[config.mk]
export PLATFORM = sky130hd
export DESIGN_NAME = bif_ctrl
export DESIGN_NICKNAME = d
export VERILOG_FILES = /design/src/rtl/core/bif_pkg.sv /design/src/rtl/core/bif_ctrl.sv
export SDC_FILE = /design/constraint.sdc
export NUM_CORES = 1
export LEC_CHECK = 0
export ABC_AREA = 1
export BUFFER_PORTS_ARGS = -buffer_cell sky130_fd_sc_hd__buf_4
export CORE_MARGIN = 4
export CORE_UTILIZATION = 51
export DETAILED_ROUTE_END_ITERATION = 10
export PLACE_DENSITY = 0.71
export RECOVER_POWER = 50
export SYNTH_ARGS = -nofsm -noshare
export SYNTH_HDL_FRONTEND = slang
export SYNTH_SLANG_ARGS = --single-unit
[constraint.sdc]
create_clock -name clk_i -period 6.1 [get_ports clk_i]
set_input_delay 0 -clock clk_i [delete_from_list [all_inputs] [get_ports clk_i]]
set_output_delay 0 -clock clk_i [all_outputs]
set_load 0.01 [all_outputs]
[src/rtl/core/bif_pkg.sv]
// ----------------------------------------------------------------------------
// bif_pkg
// Shared types and constants for the isolated background fill filter.
// ----------------------------------------------------------------------------
package bif_pkg;

  localparam int unsigned MAX_WIDTH = 1024;
  localparam int unsigned COL_W     = $clog2(MAX_WIDTH);
  localparam int unsigned FW_W      = 11;
  localparam int unsigned FH_W      = 13;
  localparam int unsigned ROW_W     = FH_W + 1;
  localparam int unsigned PIX_W     = 8;
  localparam int unsigned CFG_W     = 13;
  localparam int unsigned CFG_IDX_W = 2;
  localparam int unsigned LINE_W    = PIX_W + 1;

  localparam logic [PIX_W-1:0] PIX_BG   = '0;
  localparam logic [PIX_W-1:0] PIX_FILL = '1;

  localparam logic [FW_W-1:0] MAX_WIDTH_FW = FW_W'(MAX_WIDTH);

  typedef enum logic [CFG_IDX_W-1:0] {
    REG_FRAME_WIDTH  = 2'd0,
    REG_FRAME_HEIGHT = 2'd1
  } cfg_reg_e;

  typedef struct packed {
    logic [PIX_W-1:0] pixel_in;
    logic             padding;
  } pix_in_t;

  typedef struct packed {
    logic [PIX_W-1:0] pixel_out;
    logic             last_of_frame;
  } pix_out_t;

  // one accepted slot as it enters the window stage
  typedef struct packed {
    logic [PIX_W-1:0] val;
    logic [COL_W-1:0] addr;
    logic             emit;
    logic             last;
    logic             has_left;
    logic             has_right;
    logic             has_up;
    logic             has_down;
  } bif_slot_t;

endpackage

[src/rtl/core/bif_ctrl.sv]
// ----------------------------------------------------------------------------
// bif_ctrl
// Frame registers, raster position counters and per-word slot decode.
// ----------------------------------------------------------------------------
module bif_ctrl (
  input  logic                         clk_i,
  input  logic                         rst_ni,
  input  logic                         cfg_we_i,
  input  logic [bif_pkg::CFG_IDX_W-1:0] cfg_index_i,
  input  logic [bif_pkg::CFG_W-1:0]    cfg_data_i,
  input  logic                         accept_i,
  input  bif_pkg::pix_in_t             in_data_i,
  output bif_pkg::bif_slot_t           slot_o,
  output logic                         take_o
);
  import bif_pkg::*;

  logic [FW_W-1:0]  width_q, width_d;
  logic [FH_W-1:0]  height_q, height_d;
  logic [COL_W-1:0] col_q, col_d;
  logic [ROW_W-1:0] row_q, row_d;
  logic             cfg_hit;

  logic [FW_W-1:0]  w_eff;
  logic [ROW_W-1:0] h_eff;
  logic [COL_W-1:0] c;
  logic [FW_W-1:0]  c_ext, c_inc;
  logic             flush;
  logic             c_zero;

  always_comb begin
    w_eff = width_q;
    if (width_q == '0) begin
      w_eff = FW_W'(1);
    end else if (width_q > MAX_WIDTH_FW) begin
      w_eff = MAX_WIDTH_FW;
    end
    h_eff = (height_q == '0) ? ROW_W'(1) : ROW_W'(height_q);
  end

  always_comb begin
    c      = (FW_W'(col_q) >= w_eff) ? '0 : col_q;
    c_ext  = FW_W'(c);
    c_inc  = c_ext + FW_W'(1);
    c_zero = (c == '0);
    flush  = (row_q >= h_eff);
    take_o = !in_data_i.padding || flush;

    slot_o.val  = flush ? PIX_FILL : in_data_i.pixel_in;
    slot_o.addr = c;
    slot_o.emit = (row_q >= ROW_W'(2)) || ((row_q == ROW_W'(1)) && !c_zero);
    slot_o.last = (row_q == h_eff + ROW_W'(1)) && c_zero;
    if (c_zero) begin
      slot_o.has_left  = (w_eff > FW_W'(1));
      slot_o.has_right = 1'b0;
      slot_o.has_up    = (row_q > ROW_W'(2));
      slot_o.has_down  = (row_q - ROW_W'(1) < h_eff);
    end else begin
      slot_o.has_left  = (c_ext >= FW_W'(2));
      slot_o.has_right = (c_ext < w_eff);
      slot_o.has_up    = (row_q > ROW_W'(1));
      slot_o.has_down  = (row_q < h_eff);
    end
  end

  always_comb begin
    width_d  = width_q;
    height_d = height_q;
    cfg_hit  = 1'b0;
    if (cfg_we_i) begin
      unique case (cfg_index_i)
        REG_FRAME_WIDTH: begin
          width_d = cfg_data_i[FW_W-1:0];
          cfg_hit = 1'b1;
        end
        REG_FRAME_HEIGHT: begin
          height_d = cfg_data_i[FH_W-1:0];
          cfg_hit  = 1'b1;
        end
        default: cfg_hit = 1'b0;
      endcase
    end
  end

  always_comb begin
    col_d = col_q;
    row_d = row_q;
    priority if (cfg_hit) begin
      col_d = '0;
      row_d = '0;
    end else if (accept_i && take_o) begin
      if (slot_o.last) begin
        col_d = '0;
        row_d = '0;
      end else if (c_inc >= w_eff) begin
        col_d = '0;
        row_d = row_q + ROW_W'(1);
      end else begin
        col_d = c_inc[COL_W-1:0];
      end
    end else begin
      col_d = col_q;
      row_d = row_q;
    end
  end

  always_ff @(posedge clk_i or negedge rst_ni) begin
    if (!rst_ni) begin
      width_q  <= FW_W'(640);
      height_q <= FH_W'(480);
      col_q    <= '0;
      row_q    <= '0;
    end else begin
      width_q  <= width_d;
      height_q <= height_d;
      col_q    <= col_d;
      row_q    <= row_d;
    end
  end

endmodule

## Word level (Yosys, flattened, before mapping)

Index checks and enable logic that the tools add are counted.
Widths: inputs -> output; s select.

| cells by class | value |
|---|---|
| add/subtract/negate cells | 4 |
| magnitude comparators | 12 |
| eq/ne operators | 3 |
| multiplexer cells | 16 |
| reduce and logical (&&, ||, !) cells | 17 |

Operators by type and width:

| cell | count |
|---|---|
| $mux 14 | 4 |
| $mux 10 | 5 |
| $lt 14x13->1 | 2 |
| $mux 11 | 2 |
| $add 13x1->14 const B | 1 |
| $add 14x1->14 const B | 1 |
| $eq 14x1->1 const B | 1 |
| $eq 14x14->1 | 1 |
| $ge 14x13->1 | 1 |
| $ge 14x2->1 const B | 1 |
| $gt 14x1->1 const B | 1 |
| $gt 14x2->1 const B | 1 |
| $sub 14x1->14 const B | 1 |
| $logic_not 13->1 | 1 |
| $mux 13 | 1 |
| $add 10x1->11 const B | 1 |
| $ge 10x11->1 | 1 |
| $ge 11x11->1 | 1 |
| $gt 11x1->1 const B | 1 |
| $gt 11x11->1 const B | 1 |
| $logic_not 11->1 | 1 |
| $lt 10x11->1 | 1 |
| $ge 10x2->1 const B | 1 |
| $logic_not 10->1 | 1 |
| 12 further kinds | 19 |

| storage, ports and cells | value |
|---|---|
| bits in registers | 48 |
| input port bits | 28 |
| output and inout port bits | 25 |
| logic and storage cells | 56 |

## Logic depth before layout (Yosys ltp)

Gate-level depths: netlist of run 1.

| depth | value |
|---|---|
| depth after elaboration | 11 |
| gate-level depth with buffers | 34 |
| mapped depth without buffers | 32 |

## Worst setup path before layout of run 1

No wires, ideal clock.

| timing | value |
|---|---|
| path kind | flip-flop to flip-flop |
| from | register width_q[1] |
| to | register col_q[0] |
| arrival | 4550 ps |
| required time | 6034 ps |
| setup slack | 1484 ps |
| cell stages (with the launch flop) | 33 |
| buffers on the path | 1 |
| clock period less this slack | 4616 ps |
| path through | dfrtp_1 -> nor4_1 -> nand2_1 -> o21ai_0 -> clkbuf_1 -> nand2_1 -> ha_1 -> nand2_1 -> inv_1 -> nand2_1 -> nand2_1 -> nand2_1 -> nand2_1 -> nor2_2 -> nand2_2 -> inv_2 -> nand2_2 -> inv_1 -> ha_1 -> nand3_2 -> nor2_2 -> nor2_1 -> a21oi_2 -> ha_1 -> a21oi_1 -> o21ai_0 -> nand2_1 -> o2111ai_1 -> a31oi_1 -> inv_1 -> nor2_4 -> nand3_1 -> nand2_1 |

RTL lines:

| item | RTL line | source |
|---|---|---|
| start: declaration | bif_ctrl.sv:18 | `logic [FW_W-1:0] width_q, width_d;` |
| start signal: assignment | bif_ctrl.sv:114 | `width_q <= width_d;` |
| end signal: assignment | bif_ctrl.sv:116 | `col_q <= col_d;` |
| end: declaration | bif_ctrl.sv:20 | `logic [COL_W-1:0] col_q, col_d;` |

## Worst setup path in the final report of run 1

| timing | value |
|---|---|
| from | register width_q[6] |
| to | register row_q[7] |

| between the ends | value |
|---|---|
| longest elaborated chain between the ends | 10 |

Ends and longest elaborated chain:

| item | RTL line | source |
|---|---|---|
| $gt 11x11->1 | bif_ctrl.sv:35 | `end else if (width_q > MAX_WIDTH_FW) begin` |
| $mux 11 | bif_ctrl.sv:35 |  |
| $mux 11 (*) | bif_ctrl.sv:33 | `if (width_q == '0) begin` |
| parallel branches: the longest is 7 deep, another holds $ge 10x11->1 | n/a |  |
| end signal: assignment | bif_ctrl.sv:117 | `row_q <= row_d;` |
| end: declaration | bif_ctrl.sv:21 | `logic [ROW_W-1:0] row_q, row_d;` |

Mark *: on every way between the ends. The select of a mux whose other input is x is not followed.
A chain may end at the register's enable or synchronous reset.

==> flow_metrics.py, run 1 <==
metrics = {
    "routing": {
        "detail_route.drc_violations": 0,
        "first_pass_iters": 7,
        "dr.first_iter.drc_count": 398,
        "routed_wire_length_per_instance_um": 15.4,
        "route.detailed.vias_per_inst": 5.45,
        "postRouteAntennaNets": 0,
        "wl_mm": 14.8,
        "detailroute.via_count": 5227,
    },
    "finish": {
        "most_common_cell_after_layout_fill_and_taps_aside": "sky130_fd_sc_hd__nand2_1",
        "seq_area_sq_um": 1210,
        "final_layout_size_suffix_gt1_frac": 0.114,
        "commonest_non_fill_non_tap_cells_in_the_layout": "sky130_fd_sc_hd__nand2_1, sky130_fd_sc_hd__inv_1, sky130_fd_sc_hd__nor2_1",
        "num-fill-cells": 958,
        "finalInstanceArea_sq_um": 5850,
        "fin_nets": 918,
        "final-instance-count-excl-fill": 959,
        "diodes": 0,
        "multi_input_area_sq_um": 3380,
        "syn_to_final_growth_pct": 14.2,
    },
    "critical_path": {
        "crit_path_top_delay_cell": "sky130_fd_sc_hd__dfrtp_1",
        "critical_path.startpoint": "width_q[6]",
        "worstRegToRegCells": 32,
        "setup_slack_on_the_worst_flop_to_flop_path_ns": 0.79,
        "cp_slowest_stage_delay_ns": 0.42,
        "worst_r2r_endpoint": "row_q[7]",
        "timing.critical_path.from_type": "flop",
        "crit_path_end_kind": "flop",
        "crit_path_arrival_time_ns": 5.55,
        "crit_path_end": "row_q[7]",
        "most_frequent_cell_on_critical_path": "sky130_fd_sc_hd__nand2_1",
        "worstPathRequired_ns": 6.34,
        "worst_path_maximum_fanout": 14,
        "r2r-start": "width_q[6]",
        "worst-setup-path-type": "reg -> reg",
    },
    "sta": {
        "worst_hold_margin_ns": 0.216,
        "worst_pin_slew_ns": 2.72,
        "fin_setup_tns_ns": 0,
        "final-setup-viol-count": 0,
        "postLayoutSetupSlackWorst_ns": 0.795,
        "rsz0062_at_grt": "no",
        "timing.final.max_slew_violations": 49,
        "finalClockSkew_ns": 0.00835,
        "max_slew_margin": -0.810,
        "min_period_ns": 5.31,
        "post-route-period-util": 0.870,
        "finalHoldViolations": 0,
        "clock.fmax_ghz": 0.188,
    },
    "synthesis": {
        "synthesis.nets": 866,
        "postSynth.asyncResetShare": 1.00,
        "synth-seq-cells": 48,
        "synth_enable_flop_cells": 0,
        "synth.lib_cells_used.distinct": 41,
        "synth_top_flop_cell": "sky130_fd_sc_hd__dfrtp_1",
        "syn_area_sq_um": 5120,
        "yosys_warnings": 0,
        "postSynthAreaPerCell_sq_um": 6.63,
        "top_post_synthesis_cells_by_area": "sky130_fd_sc_hd__dfrtp_1, sky130_fd_sc_hd__ha_1, sky130_fd_sc_hd__nand2_1",
        "synthDominantAreaCellType": "sky130_fd_sc_hd__dfrtp_1",
        "synth-seq-area-share": 0.236,
        "share_of_the_synthesized_area_in_the_top_cell_type": 0.205,
        "netlist_instances": 773,
    },
    "floorplanning": {
        "die_span_y_um": 108,
        "fp.dieArea_sq_um": 11700,
        "core_area_sq_um": 9770,
        "rows": 36,
        "die_width_um": 108,
        "starting_density": 0.524,
        "io_pins": 53,
    },
    "cts": {
        "post_cts_buffers": 0,
        "clockBufferDepth": 2,
        "cts_made_buffers": 5,
        "clock_latency_on_the_worst_skew_pair_ns": 0.31,
        "clock-root-buffer": "sky130_fd_sc_hd__clkbuf_8",
        "sinks_on_clock_net": 48,
        "h_tree_lvl_count": 2,
        "cts-hold-fix-buffers": 14,
        "clkSlewWorstSetupHoldPaths_ns": 0.10,
        "post_cts.resized_instances": 0,
        "clock_tree_from_tritoncts": "done",
    },
    "pwr": {
        "power.density_nw_per_um2": 348,
        "p_leak_nw": 3.21,
        "worst_ir_drop_vdd_mv": 0.167,
    },
    "placed_design": {
        "port-buffer-count": 52,
        "place_worst_setup_slack_ns": 0.958,
        "dp.cells": 937,
        "routabilityCongestion": 0.931,
        "placedInstanceArea_sq_um": 5580,
        "dpl.hpwl_mm": 11.9,
    },
    "global_routing": {
        "grt_start_max_net_pins": 49,
        "overflow_left_after_global_routing": 0,
        "initial_antenna_violation_count": 0,
        "grt_pass1_vias": 5000,
        "grt_pass1_wl_mm": 24.7,
        "groute.usage.overall": 0.266,
    },
    "hold_path": {
        "worstHoldPathType": "in -> reg",
        "hold_depth": 3,
    },
    "job": {
        "max-cap-violations": 1,
    },
    "run_status": {
        "status": "finished with violations",
        "violations": "max-capacitance violations, max-slew violations",
    },
}
[cell usage after synthesis (2+ instances only)]
library cell,instances
sky130_fd_sc_hd__nand2_1,211
sky130_fd_sc_hd__inv_1,109
sky130_fd_sc_hd__nor2_1,73
sky130_fd_sc_hd__ha_1,65
sky130_fd_sc_hd__nand3_1,62
sky130_fd_sc_hd__o21ai_0,43
sky130_fd_sc_hd__dfrtp_1,42
sky130_fd_sc_hd__xor2_1,26
sky130_fd_sc_hd__a21oi_1,24
sky130_fd_sc_hd__nor3_1,20
sky130_fd_sc_hd__nand4_1,14
sky130_fd_sc_hd__clkbuf_1,11
sky130_fd_sc_hd__buf_2,7
sky130_fd_sc_hd__nor2_4,7
sky130_fd_sc_hd__dfstp_2,6
sky130_fd_sc_hd__xnor2_1,6
sky130_fd_sc_hd__nor4_1,5
sky130_fd_sc_hd__o211ai_1,5
sky130_fd_sc_hd__nand2_2,4
sky130_fd_sc_hd__nor2_2,4
sky130_fd_sc_hd__buf_4,3
sky130_fd_sc_hd__a21oi_2,2
sky130_fd_sc_hd__a31oi_1,2
sky130_fd_sc_hd__inv_2,2
sky130_fd_sc_hd__nand2_4,2
sky130_fd_sc_hd__nand3_2,2
sky130_fd_sc_hd__o31ai_1,2
[final cells by class]
type,instances,area share
Tap cell,133,0.0284
Clock inverter,3,0.0118
Sequential cell,48,0.206
Timing Repair Buffer,67,0.0913
Multi-Input combinational cell,591,0.578
Clock buffer,5,0.0118
Inverter,112,0.0723
[state kept, by name, summed over array words and instances, names as in the netlist]
register  cells
height_q     13
row_q        14
col_q        10
width_q      11
[report_power, final]
group	switching (mW)	total [mW]	internal (mW)	leakage (nW)
logic	0.781	1.28	0.500	2.53
registers	0.0990	0.472	0.373	0.614
clock network	0.121	0.286	0.165	0.0687
total	1.00	2.04	1.04	3.21
[metrics by stage]
step | util | power [mW]
after floorplan | - | 1.35
after global placement | 0.571 | 1.70
after detailed placement | 0.571 | 1.74
after CTS | 0.599 | 2.04
after global routing | 0.599 | 2.24
final | 0.599 | 2.04
[logic make-up after synthesis]
kind of cell,share of synthesized area
flip-flops,0.236
adder cells (fa/ha/maj),0.159
AO/OA/AOI/OAI,0.0913
AND/OR/NAND/NOR,0.355
buffers and inverters,0.104
XOR/XNOR,0.0547
[how the worst min path moves through the flow]
stage	start	slack [ns]	end
floorplan	rst_ni	-0.30	col_q[0]
global placement	rst_ni	0.05	col_q[1]
detailed placement	rst_ni	0.06	col_q[1]
CTS	cfg_index_i[1]	0.20	row_q[6]
global route	accept_i	0.26	col_q[3]
finish	cfg_index_i[0]	0.22	width_q[7]
[critical path, delay by kind of cell, from the launching register on]
kind / cells / cell delay [ns]
buffers and inverters: 4 / 0.56
and+or+nand+nor: 19 / 2.57
DFF: 1 / 0.42
adders and majority gates: 3 / 0.83
AOI/OAI and AO/OA: 6 / 0.86
[routing by layer]
layer	vias to the layer above	part of all wire	track usage
met2	186	0.47	0.441
li1	2593	-	-
met3	44	0.056	0.0310
met1	2404	0.43	0.350
met5	-	0	0
met4	0	0.041	0.114
Note: power is estimated with default switching activity, not from simulation.
==> run 2, diff against run 1 <==
--- a/config.mk
+++ b/config.mk
@@ -11,7 +11,7 @@
 export CORE_UTILIZATION = 51
 export DETAILED_ROUTE_END_ITERATION = 10
 export PLACE_DENSITY = 0.71
-export RECOVER_POWER = 50
+export RECOVER_POWER = 25
 export SYNTH_ARGS = -nofsm -noshare
 export SYNTH_HDL_FRONTEND = slang
 export SYNTH_SLANG_ARGS = --single-unit
==> run 2 against run 1 <==
Net effect:
- the flow still finishes with violations (max-capacitance violations, max-slew violations)
- sequential cell count did not move
- die area did not move
- worst hold slack got worse by 0.0021 ns
- via count barely moved
- count of clock-buffer cells in the layout did not move
- worst setup slack improved by 0.0054 ns
- final area did not move
- wire length barely moved
- cell count did not move
- non-clock buffer count did not move
- maximum frequency rose by 0.10%
==> flow_metrics.py, run 2 (synthesis gave the netlist of run 1 again) <==
metrics = {
    "sta": {
        "rsz0062_at_grt": "no",
        "worst_hold_margin_ns": 0.214,
        "finalHoldViolations": 0,
        "worst_pin_slew_ns": 2.72,
        "post-route-period-util": 0.869,
        "clock.fmax_ghz": 0.189,
        "min_period_ns": 5.30,
        "finalClockSkew_ns": 0.00835,
        "timing.final.max_slew_violations": 49,
        "max_slew_margin": -0.810,
        "fin_setup_tns_ns": 0,
        "final-setup-viol-count": 0,
    },
    "finish": {
        "largest_register_ff_count": 14,
        "finalInstanceArea_sq_um": 5850,
        "biggestRegsByFlops": "row_q: 14 flops, height_q: 13 flops, width_q: 11 flops",
        "fin_nets": 918,
        "final-instance-count-excl-fill": 959,
        "final_layout_size_suffix_gt1_frac": 0.114,
        "most_common_cell_after_layout_fill_and_taps_aside": "sky130_fd_sc_hd__nand2_1",
        "diodes": 0,
        "syn_to_final_growth_pct": 14.2,
        "commonest_non_fill_non_tap_cells_in_the_layout": "sky130_fd_sc_hd__nand2_1, sky130_fd_sc_hd__inv_1, sky130_fd_sc_hd__nor2_1",
        "largest_register": "row_q",
        "num-fill-cells": 958,
    },
    "floorplanning": {
        "fp.dieArea_sq_um": 11700,
        "starting_density": 0.524,
        "die_span_y_um": 108,
        "io_pins": 53,
        "rows": 36,
        "core_area_sq_um": 9770,
        "die_width_um": 108,
    },
    "critical_path": {
        "worstRegToRegCells": 32,
        "timing.critical_path.from_type": "flop",
        "worst-setup-path-type": "reg -> reg",
        "worstPathRequired_ns": 6.34,
        "worst_r2r_endpoint": "row_q[7]",
        "crit_path_arrival_time_ns": 5.54,
        "crit_path_end_kind": "flop",
        "crit_path_top_delay_cell": "sky130_fd_sc_hd__dfrtp_1",
        "cp_slowest_stage_delay_ns": 0.42,
        "setup_slack_on_the_worst_flop_to_flop_path_ns": 0.80,
        "most_frequent_cell_on_critical_path": "sky130_fd_sc_hd__nand2_1",
        "worst_path_maximum_fanout": 14,
        "r2r-start": "width_q[6]",
    },
    "routing": {
        "routed-wl-met3_um": 833,
        "length_of_routed_met2_wiring_mm": 7.03,
        "route.detailed.vias_per_inst": 5.46,
        "routed_wire_length_per_instance_um": 15.4,
        "dr.first_iter.drc_count": 398,
        "postRouteAntennaNets": 0,
        "wl_mm": 14.8,
        "first_pass_iters": 7,
        "detail_route.drc_violations": 0,
        "detailroute.via_count": 5232,
        "top_signal_layer_used": "met4",
        "wl_met1_mm": 6.34,
    },
    "global_routing": {
        "grt_pass1_vias": 5000,
        "grt_pass1_wl_mm": 24.7,
        "initial_antenna_violation_count": 0,
        "overflow_left_after_global_routing": 0,
        "groute.usage.overall": 0.266,
        "grt_start_max_net_pins": 49,
    },
    "placed_design": {
        "dpl.hpwl_mm": 11.9,
        "placedInstanceArea_sq_um": 5580,
        "dp.cells": 937,
        "port-buffer-count": 52,
        "routabilityCongestion": 0.931,
    },
    "hold_path": {
        "worstHoldPathType": "in -> reg",
        "timing.hold.worst_endpoint": "row_q[6]",
        "hp-start": "cfg_index_i[1]",
        "hold_depth": 5,
    },
    "cts": {
        "cts_made_buffers": 5,
        "h_tree_lvl_count": 2,
        "clkSlewWorstSetupHoldPaths_ns": 0.10,
        "clockBufferDepth": 2,
        "clock_tree_from_tritoncts": "done",
        "clock-root-buffer": "sky130_fd_sc_hd__clkbuf_8",
        "post_cts.resized_instances": 0,
        "clock_latency_on_the_worst_skew_pair_ns": 0.31,
        "sinks_on_clock_net": 48,
    },
    "pwr": {
        "p_leak_nw": 3.21,
        "finalPower_mw": 2.04,
        "worst_ir_drop_vdd_mv": 0.167,
        "power.density_nw_per_um2": 348,
    },
    "run_status": {
        "violations": "max-capacitance violations, max-slew violations",
        "status": "finished with violations",
    },
    "job": {
        "max-cap-violations": 1,
    },
}
run 2: cell type report:
type / count / area (sq um) / area share
timing repair buffer: 67 / 534 / 0.0913
clock buffer: 5 / 68.8 / 0.0118
clock inverter: 3 / 68.8 / 0.0118
tap: 133 / 166 / 0.0284
multi-input combinational: 591 / 3380 / 0.578
inverter: 112 / 423 / 0.0723
sequential: 48 / 1210 / 0.206
run 2: metal layers:
layer  up-vias  track usage
met1      2407        0.350
met2       186        0.441
li1       2595            -
met3        44       0.0310
met5         -            0
met4         0        0.114
run 2: worst max-delay path by stage:
stage / startpoint / endpoint / cells past startpoint
3_3_place_gp: width_q[1] / row_q[9] / 30
2_1_floorplan: width_q[1] / col_q[0] / 32
4_1_cts: width_q[6] / row_q[7] / 32
5_1_grt: width_q[6] / row_q[9] / 33
6_report: width_q[6] / row_q[7] / 32
3_5_place_dp: width_q[6] / row_q[8] / 32
run 2: repair_timing:
action,in CTS,in global routing
setup buffers,0,0
setup endpoints to repair,0,0
endpoints found under the hold margin,66,0
hold buffers,14,0
run 2: metrics by stage:
stage | setup slack (ns) | utilization
after floorplan | 1.48 | -
after global placement | 1.11 | 0.571
after detailed placement | 0.958 | 0.571
after CTS | 0.895 | 0.599
after global routing | 0.327 | 0.599
final | 0.800 | 0.599
run 2: power breakdown:
part | switching, mW | internal [mW] | total, mW | leakage [nW]
sequential | 0.0990 | 0.373 | 0.472 | 0.614
clock | 0.121 | 0.165 | 0.286 | 0.0687
combinational | 0.781 | 0.500 | 1.28 | 2.53
run 2: worst max-delay path, delay by kind of cell, from the launching register on:
kind | cells | cell delay [ns]
DFF | 1 | 0.42
buffers and inverters | 4 | 0.56
AOI/OAI and AO/OA | 6 | 0.86
adders and majority gates | 3 | 0.83
and+or+nand+nor | 19 | 2.57
